==> src/design/groa_pkg.sv <==
// ----------------------------------------------------------------------------
// groa_pkg
// shared widths, operation codes and map port types for the rectangle
// occupancy allocator
// ----------------------------------------------------------------------------
package groa_pkg;

	// request and response field widths
	localparam int FUNC_W  = 3;
	localparam int POS_W   = 4;
	localparam int SIZE_W  = 5;

	// configuration port
	localparam int CFG_IDX_W = 1;
	localparam int CFG_DAT_W = 5;
	localparam logic [CFG_IDX_W-1:0] CFG_GRID_WIDTH  = 1'b0;
	localparam logic [CFG_IDX_W-1:0] CFG_GRID_HEIGHT = 1'b1;

	// internal coordinate / dimension width (holds up to 127 and coord + size)
	localparam int CW = 7;
	// internal linear cell index width
	localparam int IW = 12;

	// operation codes
	localparam logic [FUNC_W-1:0] FN_ALLOC = 3'd0;
	localparam logic [FUNC_W-1:0] FN_PROBE = 3'd1;
	localparam logic [FUNC_W-1:0] FN_PLACE = 3'd2;
	localparam logic [FUNC_W-1:0] FN_FREE  = 3'd3;
	localparam logic [FUNC_W-1:0] FN_MOVE  = 3'd4;

	// access into the occupancy map
	typedef struct packed {
		logic          we;
		logic          wdata;
		logic [IW-1:0] addr;
	} occ_req_t;

	// status back from the occupancy map
	typedef struct packed {
		logic busy;
		logic rd;
	} occ_st_t;

endpackage

==> src/design/groa_if.sv <==
// ----------------------------------------------------------------------------
// groa_req_if / groa_rsp_if
// valid/ready channels carrying allocator requests and responses
// ----------------------------------------------------------------------------
interface groa_req_if import groa_pkg::*; ();
	logic              valid;
	logic              ready;
	logic [FUNC_W-1:0] func;
	logic [POS_W-1:0]  anchor_x;
	logic [POS_W-1:0]  anchor_y;
	logic [POS_W-1:0]  old_x;
	logic [POS_W-1:0]  old_y;
	logic [SIZE_W-1:0] rect_width;
	logic [SIZE_W-1:0] rect_height;

	modport source (
		output valid, func, anchor_x, anchor_y, old_x, old_y, rect_width, rect_height,
		input  ready
	);
	modport sink (
		input  valid, func, anchor_x, anchor_y, old_x, old_y, rect_width, rect_height,
		output ready
	);
endinterface

interface groa_rsp_if import groa_pkg::*; ();
	logic             valid;
	logic             ready;
	logic             ok;
	logic [POS_W-1:0] slot_x;
	logic [POS_W-1:0] slot_y;

	modport source (
		output valid, ok, slot_x, slot_y,
		input  ready
	);
	modport sink (
		input  valid, ok, slot_x, slot_y,
		output ready
	);
endinterface

==> src/design/groa_occ_map.sv <==
// ----------------------------------------------------------------------------
// groa_occ_map
// one-bit-per-cell occupancy memory with a clearing sweep after reset
// ----------------------------------------------------------------------------
module groa_occ_map import groa_pkg::*; #(
	parameter int DEPTH = 256
) (
	input  logic     clk,
	input  logic     arst_n,
	input  occ_req_t req,
	output occ_st_t  st
);

	localparam int AW = (DEPTH > 1) ? $clog2(DEPTH) : 1;
	localparam logic [AW-1:0] LAST = AW'(DEPTH - 1);

	logic          mem [DEPTH];
	logic [AW-1:0] clr_idx_q;
	logic          busy_q;
	logic          rd_q;

	// clearing sweep, one cell a cycle
	always_ff @(posedge clk or negedge arst_n) begin
		if (!arst_n) begin
			busy_q    <= 1'b1;
			clr_idx_q <= '0;
		end else if (busy_q) begin
			if (clr_idx_q == LAST) begin
				busy_q <= 1'b0;
			end else begin
				clr_idx_q <= clr_idx_q + 1'b1;
			end
		end
	end

	always_ff @(posedge clk) begin
		if (busy_q) begin
			mem[clr_idx_q] <= 1'b0;
		end else if (req.we) begin
			mem[req.addr[AW-1:0]] <= req.wdata;
		end
		rd_q <= mem[req.addr[AW-1:0]];
	end

	assign st.busy = busy_q;
	assign st.rd   = rd_q;

endmodule

==> src/design/grid_rect_occupancy_allocator.sv <==
// ----------------------------------------------------------------------------
// grid_rect_occupancy_allocator
// first-fit rectangle allocator over a one-bit-per-cell occupancy grid
// ----------------------------------------------------------------------------
// One request word in, one response word out. The grid lives in a single-port
// memory of MAX_COLS*MAX_ROWS bits addressed by row*width+col, and every
// operation is done by one shared cell walker that steps through a rectangle
// a cell at a time: a fit check addresses each cell and then tests the
// registered read, a mark or clear writes each cell as it passes, and each
// walk starts with a setup step for the row base multiply. A request also
// passes through a decode step before its walks and a response load step
// after them. Allocate tries anchors in row-major order and stops at the first
// occupied cell of each attempt, moving on to the next anchor. The block takes
// no new request while one is at work, but the next request may be taken
// while the previous response still waits. After reset the memory is cleared
// one cell a cycle, and no request is taken during that sweep; configuration
// writes are taken as ever.
// ----------------------------------------------------------------------------
module grid_rect_occupancy_allocator import groa_pkg::*; #(
	parameter int MAX_COLS = 16,
	parameter int MAX_ROWS = 16
) (
	input  logic                 clk,
	input  logic                 arst_n,
	input  logic                 cfg_we,
	input  logic [CFG_IDX_W-1:0] cfg_index,
	input  logic [CFG_DAT_W-1:0] cfg_data,
	groa_req_if.sink             req,
	groa_rsp_if.source           rsp
);

	typedef enum logic [2:0] {
		S_IDLE,
		S_PREP,
		S_ANCHOR,
		S_BASE,
		S_CELL,
		S_EVAL,
		S_FINISH
	} state_t;

	// what the current walk does to the cells it visits
	typedef enum logic [1:0] {
		PASS_CHECK,
		PASS_MARK,
		PASS_CLEAR,
		PASS_MOVE_CLR
	} pass_t;

	// grid size registers
	logic [CFG_DAT_W-1:0] grid_w_q, grid_h_q;
	logic [CW-1:0]        w_eff, h_eff;

	// latched request
	logic [FUNC_W-1:0] func_q;
	logic [POS_W-1:0]  ax_q, ay_q, ox_q, oy_q;
	logic [SIZE_W-1:0] rw_q, rh_q;

	// walker
	state_t            state_q;
	pass_t             pass_q;
	logic [CW-1:0]     bx_q, by_q;
	logic [SIZE_W-1:0] dx_q, dy_q;
	logic [IW-1:0]     row_base_q;
	logic [IW-1:0]     cells_q;
	logic [CW-1:0]     cand_x_q, cand_y_q;

	// result
	logic             res_ok_q;
	logic [POS_W-1:0] res_x_q, res_y_q;
	logic             rsp_valid_q;
	logic             rsp_ok_q;
	logic [POS_W-1:0] rsp_x_q, rsp_y_q;

	logic [CW-1:0]   cur_x, cur_y;
	logic [IW-1:0]   idx;
	logic            in_old;
	logic            last_col, last_cell;
	logic            step;
	logic            size_ok, anchor_ok;
	logic [CW-1:0]   mul_a;
	logic [2*CW-1:0] mul_p;
	logic            accept;

	occ_req_t occ_req;
	occ_st_t  occ_st;

	// ------------------------------------------------------------------
	// configuration
	// ------------------------------------------------------------------
	always_ff @(posedge clk or negedge arst_n) begin
		if (!arst_n) begin
			grid_w_q <= CFG_DAT_W'(16);
			grid_h_q <= CFG_DAT_W'(16);
		end else if (cfg_we) begin
			case (cfg_index)
				CFG_GRID_WIDTH:  grid_w_q <= cfg_data;
				CFG_GRID_HEIGHT: grid_h_q <= cfg_data;
				default: ;
			endcase
		end
	end

	// grid size in use, clamped to the memory shape
	assign w_eff = (CW'(grid_w_q) > CW'(MAX_COLS)) ? CW'(MAX_COLS) : CW'(grid_w_q);
	assign h_eff = (CW'(grid_h_q) > CW'(MAX_ROWS)) ? CW'(MAX_ROWS) : CW'(grid_h_q);

	// ------------------------------------------------------------------
	// shared arithmetic
	// ------------------------------------------------------------------
	// one multiplier: grid cell count in decode, row base at walk start
	assign mul_a = (state_q == S_PREP) ? h_eff : by_q;
	assign mul_p = mul_a * w_eff;

	assign cur_x = bx_q + CW'(dx_q);
	assign cur_y = by_q + CW'(dy_q);
	assign idx   = row_base_q + IW'(cur_x);

	// cell belongs to the item's own old rectangle (move only)
	assign in_old = (func_q == FN_MOVE)
		&& (cur_x >= CW'(ox_q)) && (cur_x < CW'(ox_q) + CW'(rw_q))
		&& (cur_y >= CW'(oy_q)) && (cur_y < CW'(oy_q) + CW'(rh_q));

	assign last_col  = (dx_q == rw_q - 1'b1);
	assign last_cell = last_col && (dy_q == rh_q - 1'b1);

	// walker moves on: write cells, skipped cells, or a check that read free
	assign step = ((state_q == S_CELL) && ((pass_q != PASS_CHECK) || in_old))
		|| ((state_q == S_EVAL) && !occ_st.rd);

	assign size_ok = (rw_q != '0) && (rh_q != '0)
		&& (CW'(rw_q) <= w_eff) && (CW'(rh_q) <= h_eff);
	assign anchor_ok = (rw_q != '0) && (rh_q != '0)
		&& (CW'(ax_q) + CW'(rw_q) <= w_eff) && (CW'(ay_q) + CW'(rh_q) <= h_eff);

	// linear indexes past the grid are skipped on writes
	assign occ_req.we    = (state_q == S_CELL) && (pass_q != PASS_CHECK) && (idx < cells_q);
	assign occ_req.wdata = (pass_q == PASS_MARK);
	assign occ_req.addr  = idx;

	groa_occ_map #(
		.DEPTH (MAX_COLS * MAX_ROWS)
	) u_map (
		.clk    (clk),
		.arst_n (arst_n),
		.req    (occ_req),
		.st     (occ_st)
	);

	assign req.ready = (state_q == S_IDLE) && !occ_st.busy;
	assign accept    = req.valid && req.ready;

	// ------------------------------------------------------------------
	// sequencer
	// ------------------------------------------------------------------
	always_ff @(posedge clk or negedge arst_n) begin
		if (!arst_n) begin
			state_q     <= S_IDLE;
			pass_q      <= PASS_CHECK;
			func_q      <= '0;
			ax_q        <= '0;
			ay_q        <= '0;
			ox_q        <= '0;
			oy_q        <= '0;
			rw_q        <= '0;
			rh_q        <= '0;
			bx_q        <= '0;
			by_q        <= '0;
			dx_q        <= '0;
			dy_q        <= '0;
			row_base_q  <= '0;
			cells_q     <= '0;
			cand_x_q    <= '0;
			cand_y_q    <= '0;
			res_ok_q    <= 1'b0;
			res_x_q     <= '0;
			res_y_q     <= '0;
			rsp_valid_q <= 1'b0;
			rsp_ok_q    <= 1'b0;
			rsp_x_q     <= '0;
			rsp_y_q     <= '0;
		end else begin
			// in S_FINISH the load below handles the response register
			if (rsp_valid_q && rsp.ready && (state_q != S_FINISH)) begin
				rsp_valid_q <= 1'b0;
			end

			if (step) begin
				if (!last_cell) begin
					// next cell of the rectangle
					if (last_col) begin
						dx_q       <= '0;
						dy_q       <= dy_q + 1'b1;
						row_base_q <= row_base_q + IW'(w_eff);
					end else begin
						dx_q <= dx_q + 1'b1;
					end
					state_q <= S_CELL;
				end else begin
					// walk finished
					case (pass_q)
						PASS_CHECK: begin
							case (func_q)
								FN_ALLOC: begin
									res_x_q <= cand_x_q[POS_W-1:0];
									res_y_q <= cand_y_q[POS_W-1:0];
									pass_q  <= PASS_MARK;
									state_q <= S_BASE;
								end
								FN_PLACE: begin
									pass_q  <= PASS_MARK;
									state_q <= S_BASE;
								end
								FN_MOVE: begin
									bx_q    <= CW'(ox_q);
									by_q    <= CW'(oy_q);
									pass_q  <= PASS_MOVE_CLR;
									state_q <= S_BASE;
								end
								FN_PROBE: begin
									res_ok_q <= 1'b1;
									state_q  <= S_FINISH;
								end
								default: begin
									res_ok_q <= 1'b0;
									state_q  <= S_FINISH;
								end
							endcase
						end
						PASS_MOVE_CLR: begin
							bx_q    <= CW'(ax_q);
							by_q    <= CW'(ay_q);
							pass_q  <= PASS_MARK;
							state_q <= S_BASE;
						end
						default: begin
							res_ok_q <= 1'b1;
							state_q  <= S_FINISH;
						end
					endcase
				end
			end else begin
				case (state_q)
					S_IDLE: begin
						if (accept) begin
							func_q  <= req.func;
							ax_q    <= req.anchor_x;
							ay_q    <= req.anchor_y;
							ox_q    <= req.old_x;
							oy_q    <= req.old_y;
							rw_q    <= req.rect_width;
							rh_q    <= req.rect_height;
							state_q <= S_PREP;
						end
					end
					S_PREP: begin
						cells_q  <= IW'(mul_p);
						res_ok_q <= 1'b0;
						// allocate reports the found spot, all else echo the anchor
						res_x_q  <= (func_q == FN_ALLOC) ? '0 : ax_q;
						res_y_q  <= (func_q == FN_ALLOC) ? '0 : ay_q;
						bx_q     <= CW'(ax_q);
						by_q     <= CW'(ay_q);
						case (func_q)
							FN_ALLOC: begin
								cand_x_q <= '0;
								cand_y_q <= '0;
								state_q  <= size_ok ? S_ANCHOR : S_FINISH;
							end
							FN_PROBE, FN_PLACE, FN_MOVE: begin
								pass_q  <= PASS_CHECK;
								state_q <= anchor_ok ? S_BASE : S_FINISH;
							end
							FN_FREE: begin
								pass_q  <= PASS_CLEAR;
								state_q <= size_ok ? S_BASE : S_FINISH;
							end
							default: begin
								state_q <= S_FINISH;
							end
						endcase
					end
					S_ANCHOR: begin
						// row-major scan of candidate anchors
						if (cand_y_q + CW'(rh_q) > h_eff) begin
							state_q <= S_FINISH;
						end else if (cand_x_q + CW'(rw_q) > w_eff) begin
							cand_x_q <= '0;
							cand_y_q <= cand_y_q + 1'b1;
						end else begin
							bx_q    <= cand_x_q;
							by_q    <= cand_y_q;
							pass_q  <= PASS_CHECK;
							state_q <= S_BASE;
						end
					end
					S_BASE: begin
						row_base_q <= IW'(mul_p);
						dx_q       <= '0;
						dy_q       <= '0;
						state_q    <= S_CELL;
					end
					S_CELL: begin
						// only a check of a cell outside the old rectangle lands here
						state_q <= S_EVAL;
					end
					S_EVAL: begin
						// occupied cell hit
						if (func_q == FN_ALLOC) begin
							cand_x_q <= cand_x_q + 1'b1;
							state_q  <= S_ANCHOR;
						end else begin
							res_ok_q <= 1'b0;
							state_q  <= S_FINISH;
						end
					end
					S_FINISH: begin
						if (!rsp_valid_q || rsp.ready) begin
							rsp_valid_q <= 1'b1;
							rsp_ok_q    <= res_ok_q;
							rsp_x_q     <= res_x_q;
							rsp_y_q     <= res_y_q;
							state_q     <= S_IDLE;
						end
					end
					default: begin
						state_q <= S_IDLE;
					end
				endcase
			end
		end
	end

	assign rsp.valid  = rsp_valid_q;
	assign rsp.ok     = rsp_ok_q;
	assign rsp.slot_x = rsp_x_q;
	assign rsp.slot_y = rsp_y_q;

`ifndef SYNTHESIS
	// map is never written while waiting for a request
	a_no_write_idle: assert property (@(posedge clk) disable iff (!arst_n)
		state_q == S_IDLE |-> !occ_req.we)
		else $error("occupancy written while idle");

	// no request taken during the clearing sweep
	a_busy_blocks: assert property (@(posedge clk) disable iff (!arst_n)
		occ_st.busy |-> !req.ready)
		else $error("request taken while map clears");

	// walker offsets stay inside the rectangle
	a_walk_in_rect: assert property (@(posedge clk) disable iff (!arst_n)
		(state_q == S_CELL || state_q == S_EVAL) |-> (dx_q < rw_q && dy_q < rh_q))
		else $error("walker left the rectangle");

	// a finished result waits while the previous response is stalled
	a_hold_finish: assert property (@(posedge clk) disable iff (!arst_n)
		(state_q == S_FINISH && rsp.valid && !rsp.ready) |=> state_q == S_FINISH)
		else $error("pending response overwritten");

	// an accepted request always goes to decode
	a_accept_prep: assert property (@(posedge clk) disable iff (!arst_n)
		(req.valid && req.ready) |=> state_q == S_PREP)
		else $error("accepted request not decoded");
`endif

endmodule
==> src/flat_wrapper.sv <==
// flat-port wrapper written by rule: the top's interface ports become plain ports
module grid_rect_occupancy_allocator_flat import groa_pkg::*;
#(
	parameter int MAX_COLS = 16,
	parameter int MAX_ROWS = 16
)
  (clk, arst_n, cfg_we, cfg_index, cfg_data, req_valid, req_func, req_anchor_x, req_anchor_y, req_old_x, req_old_y, req_rect_width, req_rect_height, req_ready, rsp_valid, rsp_ok, rsp_slot_x, rsp_slot_y, rsp_ready);
  groa_req_if req_i ();
  groa_rsp_if rsp_i ();
  input  logic clk;
  input  logic arst_n;
  input  logic cfg_we;
  input  logic [CFG_IDX_W-1:0] cfg_index;
  input  logic [CFG_DAT_W-1:0] cfg_data;
  input wire logic [$bits(req_i.valid)-1:0] req_valid;
  input wire logic [$bits(req_i.func)-1:0] req_func;
  input wire logic [$bits(req_i.anchor_x)-1:0] req_anchor_x;
  input wire logic [$bits(req_i.anchor_y)-1:0] req_anchor_y;
  input wire logic [$bits(req_i.old_x)-1:0] req_old_x;
  input wire logic [$bits(req_i.old_y)-1:0] req_old_y;
  input wire logic [$bits(req_i.rect_width)-1:0] req_rect_width;
  input wire logic [$bits(req_i.rect_height)-1:0] req_rect_height;
  output wire logic [$bits(req_i.ready)-1:0] req_ready;
  output wire logic [$bits(rsp_i.valid)-1:0] rsp_valid;
  output wire logic [$bits(rsp_i.ok)-1:0] rsp_ok;
  output wire logic [$bits(rsp_i.slot_x)-1:0] rsp_slot_x;
  output wire logic [$bits(rsp_i.slot_y)-1:0] rsp_slot_y;
  input wire logic [$bits(rsp_i.ready)-1:0] rsp_ready;
  assign req_i.valid = req_valid;
  assign req_i.func = req_func;
  assign req_i.anchor_x = req_anchor_x;
  assign req_i.anchor_y = req_anchor_y;
  assign req_i.old_x = req_old_x;
  assign req_i.old_y = req_old_y;
  assign req_i.rect_width = req_rect_width;
  assign req_i.rect_height = req_rect_height;
  assign req_ready = req_i.ready;
  assign rsp_valid = rsp_i.valid;
  assign rsp_ok = rsp_i.ok;
  assign rsp_slot_x = rsp_i.slot_x;
  assign rsp_slot_y = rsp_i.slot_y;
  assign rsp_i.ready = rsp_ready;
  grid_rect_occupancy_allocator #(.MAX_COLS(MAX_COLS), .MAX_ROWS(MAX_ROWS)) u_core (.clk(clk), .arst_n(arst_n), .cfg_we(cfg_we), .cfg_index(cfg_index), .cfg_data(cfg_data), .req(req_i), .rsp(rsp_i));
endmodule
==> config.mk <==
export PLATFORM = sky130hd
export DESIGN_NAME = grid_rect_occupancy_allocator_flat
export DESIGN_NICKNAME = d
export VERILOG_FILES = /design/src/design/groa_pkg.sv /design/src/design/groa_if.sv /design/src/design/groa_occ_map.sv /design/src/design/grid_rect_occupancy_allocator.sv /design/src/flat_wrapper.sv
export SDC_FILE = /design/constraint.sdc
export NUM_CORES = 1
export LEC_CHECK = 0
export ABC_AREA = 0
export BUFFER_PORTS_ARGS = -buffer_cell sky130_fd_sc_hd__buf_2
export CAP_MARGIN = 10
export CORE_MARGIN = 8
export CORE_UTILIZATION = 40
export CTS_BUF_LIST = sky130_fd_sc_hd__clkbuf_8
export CTS_CLUSTER_DIAMETER = 30
export DETAILED_ROUTE_END_ITERATION = 12
export PLACE_DENSITY = 0.58
export SLEW_MARGIN = 20
export SYNTH_ARGS = -nofsm -noshare
export SYNTH_HDL_FRONTEND = slang
export SYNTH_HIERARCHICAL = 1
export SYNTH_SLANG_ARGS = --single-unit
==> constraint.sdc <==
create_clock -name clk -period 7.81 [get_ports clk]
set_input_delay 0.781 -clock clk [delete_from_list [all_inputs] [get_ports clk]]
set_output_delay 0.781 -clock clk [all_outputs]
set_load 0.02 [all_outputs]
==> key figures <==
Place
  – Placed wire-length estimate after detailed placement: 42730 um
  – Placement Cell Area: 23580 um2
  – Port bufs: 50
  – Weighted congestion at the end of routability-driven global placement: 0.8966

STA
  – Post-route clock skew: 0.04966 ns
  – Final setup vio count: 0
  – Final hold vios: 0
  – Min cycle time layout: 6.626 ns
  – Slew at the pin closest to its max-slew limit: 1.013 ns
  – Highest achievable clock rate: 150.9 MHz
  – Unrepaired setup endpoints after global routing: no
  – Final total negative setup slack: 0 ns
  – Final period utilization: 0.8484
  – Number of pins with negative max-slew slack in the final report: 0
  – Slew HR: 0.3187

Hold path
  – Min-delay worst type: in2async

Worst setup path
  – Category of the critical setup timing path: reg2reg
  – CP dominant cell by count: ha_1
  – Top fanout value on the critical path: 17
  – Required time at the endpoint of the critical path: 8.18 ns
  – Worst Path Arrival: 6.99 ns
  – Ordered list of cells on the worst path: ha_1 > fa_1 > xor2_1 > ha_1 > nor2b_1 > o21ai_0 > nand2b_1 > maj3_1 > a21oi_1 > xnor2_1 > ha_1 > or2_2 > a21oi_1 > o31ai_1 > a31oi_1 > nand2_1 > o31ai_2 > nand3_1 > nor2_1
  – Slowest cell on crit path: nand3_1
  – Bufs and invs on worst path: 0
  – CP Launch Type: flip-flop
  – Top cell family by delay on the critical path: simple AND/OR/NAND/NOR gates
  – Crit. End Element: flip-flop
  – Peak per-stage delay on the critical path: 0.74 ns

Synthesis
  – Count of flip-flops with a built-in enable after synthesis: 256
  – Cell type with the largest total area after synthesis: edfxtp_1
  – Cell variety after synth: 90
  – Post-synth top area share: 0.3394
  – Synthesized Nets: 2253
  – Gate Count Post-Synth: 2052
  – Most used standard cells in the synthesized netlist: 352 x nor2_1, 256 x edfxtp_1, 150 x nand2_1
  – Mean area per synthesized cell: 11.04 um2
  – Total of flip-flops plus latches after synthesis: 391
  – Yosys warns: 6
  – Dominant cells by area after synthesis: edfxtp_1 34%, dfrtp_1 14%, ha_1 7.5%
  – Async set-reset flop share out of synthesis: 0.3427
  – Count leader, synth: nor2_1
  – Total standard cell area after synthesis: 22650 um2
  – Top FF cell, synth: edfxtp_1
  – Sequential fraction of the synthesis area: 0.4885

Floorplan
  – DIE AREA: 64500 um2
  – Initial cell density of the core: 0.4033
  – Die width: 254.0 um
  – Number of cell rows: 87
  – Die H: 254.0 um
  – Area of the core: 56170 um2
  – I/O pin total: 51

Clocking
  – Post-CTS setup buffer count: 0
  – CTS Root Cell: clkbuf_8
  – Number of buffers added by the clock tree synthesis step: 91
  – CTS Buffer Depth: 3
  – Clock transition at the registers of the reported paths: 0.06 ns
  – Cells resized by post-CTS repair: 0
  – Post-CTS Hold Fix Bufs: 0
  – Clock latency reported for the late side of the worst-skew pair: 0.69 ns
  – TritonCTS Sinks: 391
  – TritonCTS clock tree: built
  – Level count of the clock H-tree: 3

GRT
  – Initial antenna violation count: 1
  – Vias in the first global route: 16300
  – Maximum number of pins on one net before global-route repair: 109
  – Overflow left after global routing: 0
  – Global-route wire length before repair: 95140 um
  – Gr usage total: 0.1903

Drt
  – Post-route antenna net violation count: 0
  – Drt total wl: 61450 um
  – First drt pass iteration count: 5
  – 1st-iter DRT viols: 1239
  – Number of DRC violations after detailed routing: 0
  – Drt wl/cell: 20.88 um
  – Via-to-Cell Ratio: 5.497
  – Via Count: 16180

Finish
  – Final std cell area, no fill: 25600 um2
  – Post-layout nets: 2314
  – Fraction of final layout cells with drive strength greater than 1: 0.1606
  – Synth-to-Final Area Change: 13.01%
  – Filler cell count in the final layout: 5273

Status
  – Run status: finished, final reports clean

Job
  – Count of max-cap constraint violations: 0
-- cells by family after synthesis --
group / Yosys count / share of synthesized area
muxes: 177 / 0.1078
adders and majority gates: 162 / 0.09766
DFF: 391 / 0.4885
AOI/OAI and AO/OA: 343 / 0.1020
buffers and inverters: 204 / 0.03916
xor gates and xnor gates: 67 / 0.02651
and+or+nand+nor: 708 / 0.1384
-- registers in the layout, summed over array words and instances, names as in the netlist, 7 cells and up --
signal,flops
u_core/u_map/mem,256
u_core/cells_q,12
u_core/row_base_q,12
u_core/u_map/clr_idx_q,8
u_core/bx_q,7
u_core/by_q,7
u_core/cand_x_q,7
u_core/cand_y_q,7
-- cell type report --
type / count / area [um2] / share of cell area
Antenna cell: 1 / 2.502 / 0.00009775
Clock buffer: 98 / 1349 / 0.05269
Clock inverter: 68 / 670.6 / 0.02620
Inverter: 95 / 357.8 / 0.01398
Multi-Input combinational cell: 1457 / 10740 / 0.4195
Sequential cell: 391 / 11060 / 0.4322
Tap cell: 756 / 945.9 / 0.03695
Timing Repair Buffer: 77 / 471.7 / 0.01843
-- cell usage in the layout (no fill, tap or decap), types with 13 or more instances in the layout --
master / instances
nand2b_1: 35
clkinv_2: 13
inv_1: 110
mux2_2: 68
o21ai_0: 88
edfxtp_1: 256
nand3_1: 55
clkbuf_8: 98
nand2_1: 150
nor2_1: 352
ha_1: 135
mux2i_1: 64
a31oi_1: 13
nor2b_1: 29
mux4_2: 24
buf_2: 49
buf_4: 26
nand3b_1: 13
o31ai_1: 15
a21oi_1: 69
a21o_1: 29
o22ai_1: 26
dfrtp_1: 131
xnor2_1: 44
xor2_1: 19
mux4_1: 16
fa_1: 25
nor3_1: 19
-- stage by stage --
stage          setup slack, ns  std cells  utilization  hold WS [ns]
4_1_cts                  1.236       2942       0.4557       0.08167
2_1_floorplan            1.146       2052            -        0.4496
5_1_grt                 0.6106       2943       0.4558        0.1158
6_report                 1.184       2943       0.4558       0.09653
3_3_place_gp             1.416       2776       0.4198        0.4734
3_5_place_dp             1.260       2776       0.4198        0.4764
-- metal layers --
layer | share of wire | track usage | vias up
met5 | 0 | 0 | -
met4 | 0.033 | 0.07746 | 0
met3 | 0.047 | 0.03129 | 120
met2 | 0.50 | 0.3257 | 463
met1 | 0.42 | 0.2379 | 8058
li1 | - | - | 7536
-- worst register-to-register path: stages, from the launching register on --
cell      delay (ns)
dfrtp_1         0.44
ha_1            0.25
fa_1            0.41
xor2_1          0.29
ha_1            0.34
nor2b_1         0.14
o21ai_0         0.16
nand2b_1        0.12
maj3_1          0.35
a21oi_1         0.22
xnor2_1         0.31
ha_1            0.33
or2_2           0.27
a21oi_1         0.15
o31ai_1         0.09
a31oi_1         0.31
nand2_1         0.39
o31ai_2         0.72
nand3_1         0.74
nor2_1          0.30
-- path summary, 6_finish.rpt --
kind                            slack (ns)                           from                                    end  cells after the start
worst max-delay path                  1.18     u_core/dx_q[0]$_DFFE_PN0P_        u_core/u_map/mem[252]$_DFFE_PP_                     19
worst min-delay path                   0.1                         arst_n             u_core/rh_q[0]$_DFFE_PN0P_                      1
worst max register to register        1.18     u_core/dx_q[0]$_DFFE_PN0P_        u_core/u_map/mem[252]$_DFFE_PP_                     19
worst min register to register        0.49  u_core/cells_q[8]$_DFFE_PN0P_          u_core/cells_q[8]$_DFFE_PN0P_                      2
max in group asynchronous             6.35                         arst_n  u_core/u_map/clr_idx_q[7]$_DFFE_PN0P_                      2
min in group clk                      0.34                req_anchor_y[1]             u_core/ay_q[1]$_DFFE_PN0P_                      2
Power is not shown: default switching activity piles up to over one toggle a cycle in this logic, so the estimate is an artifact.
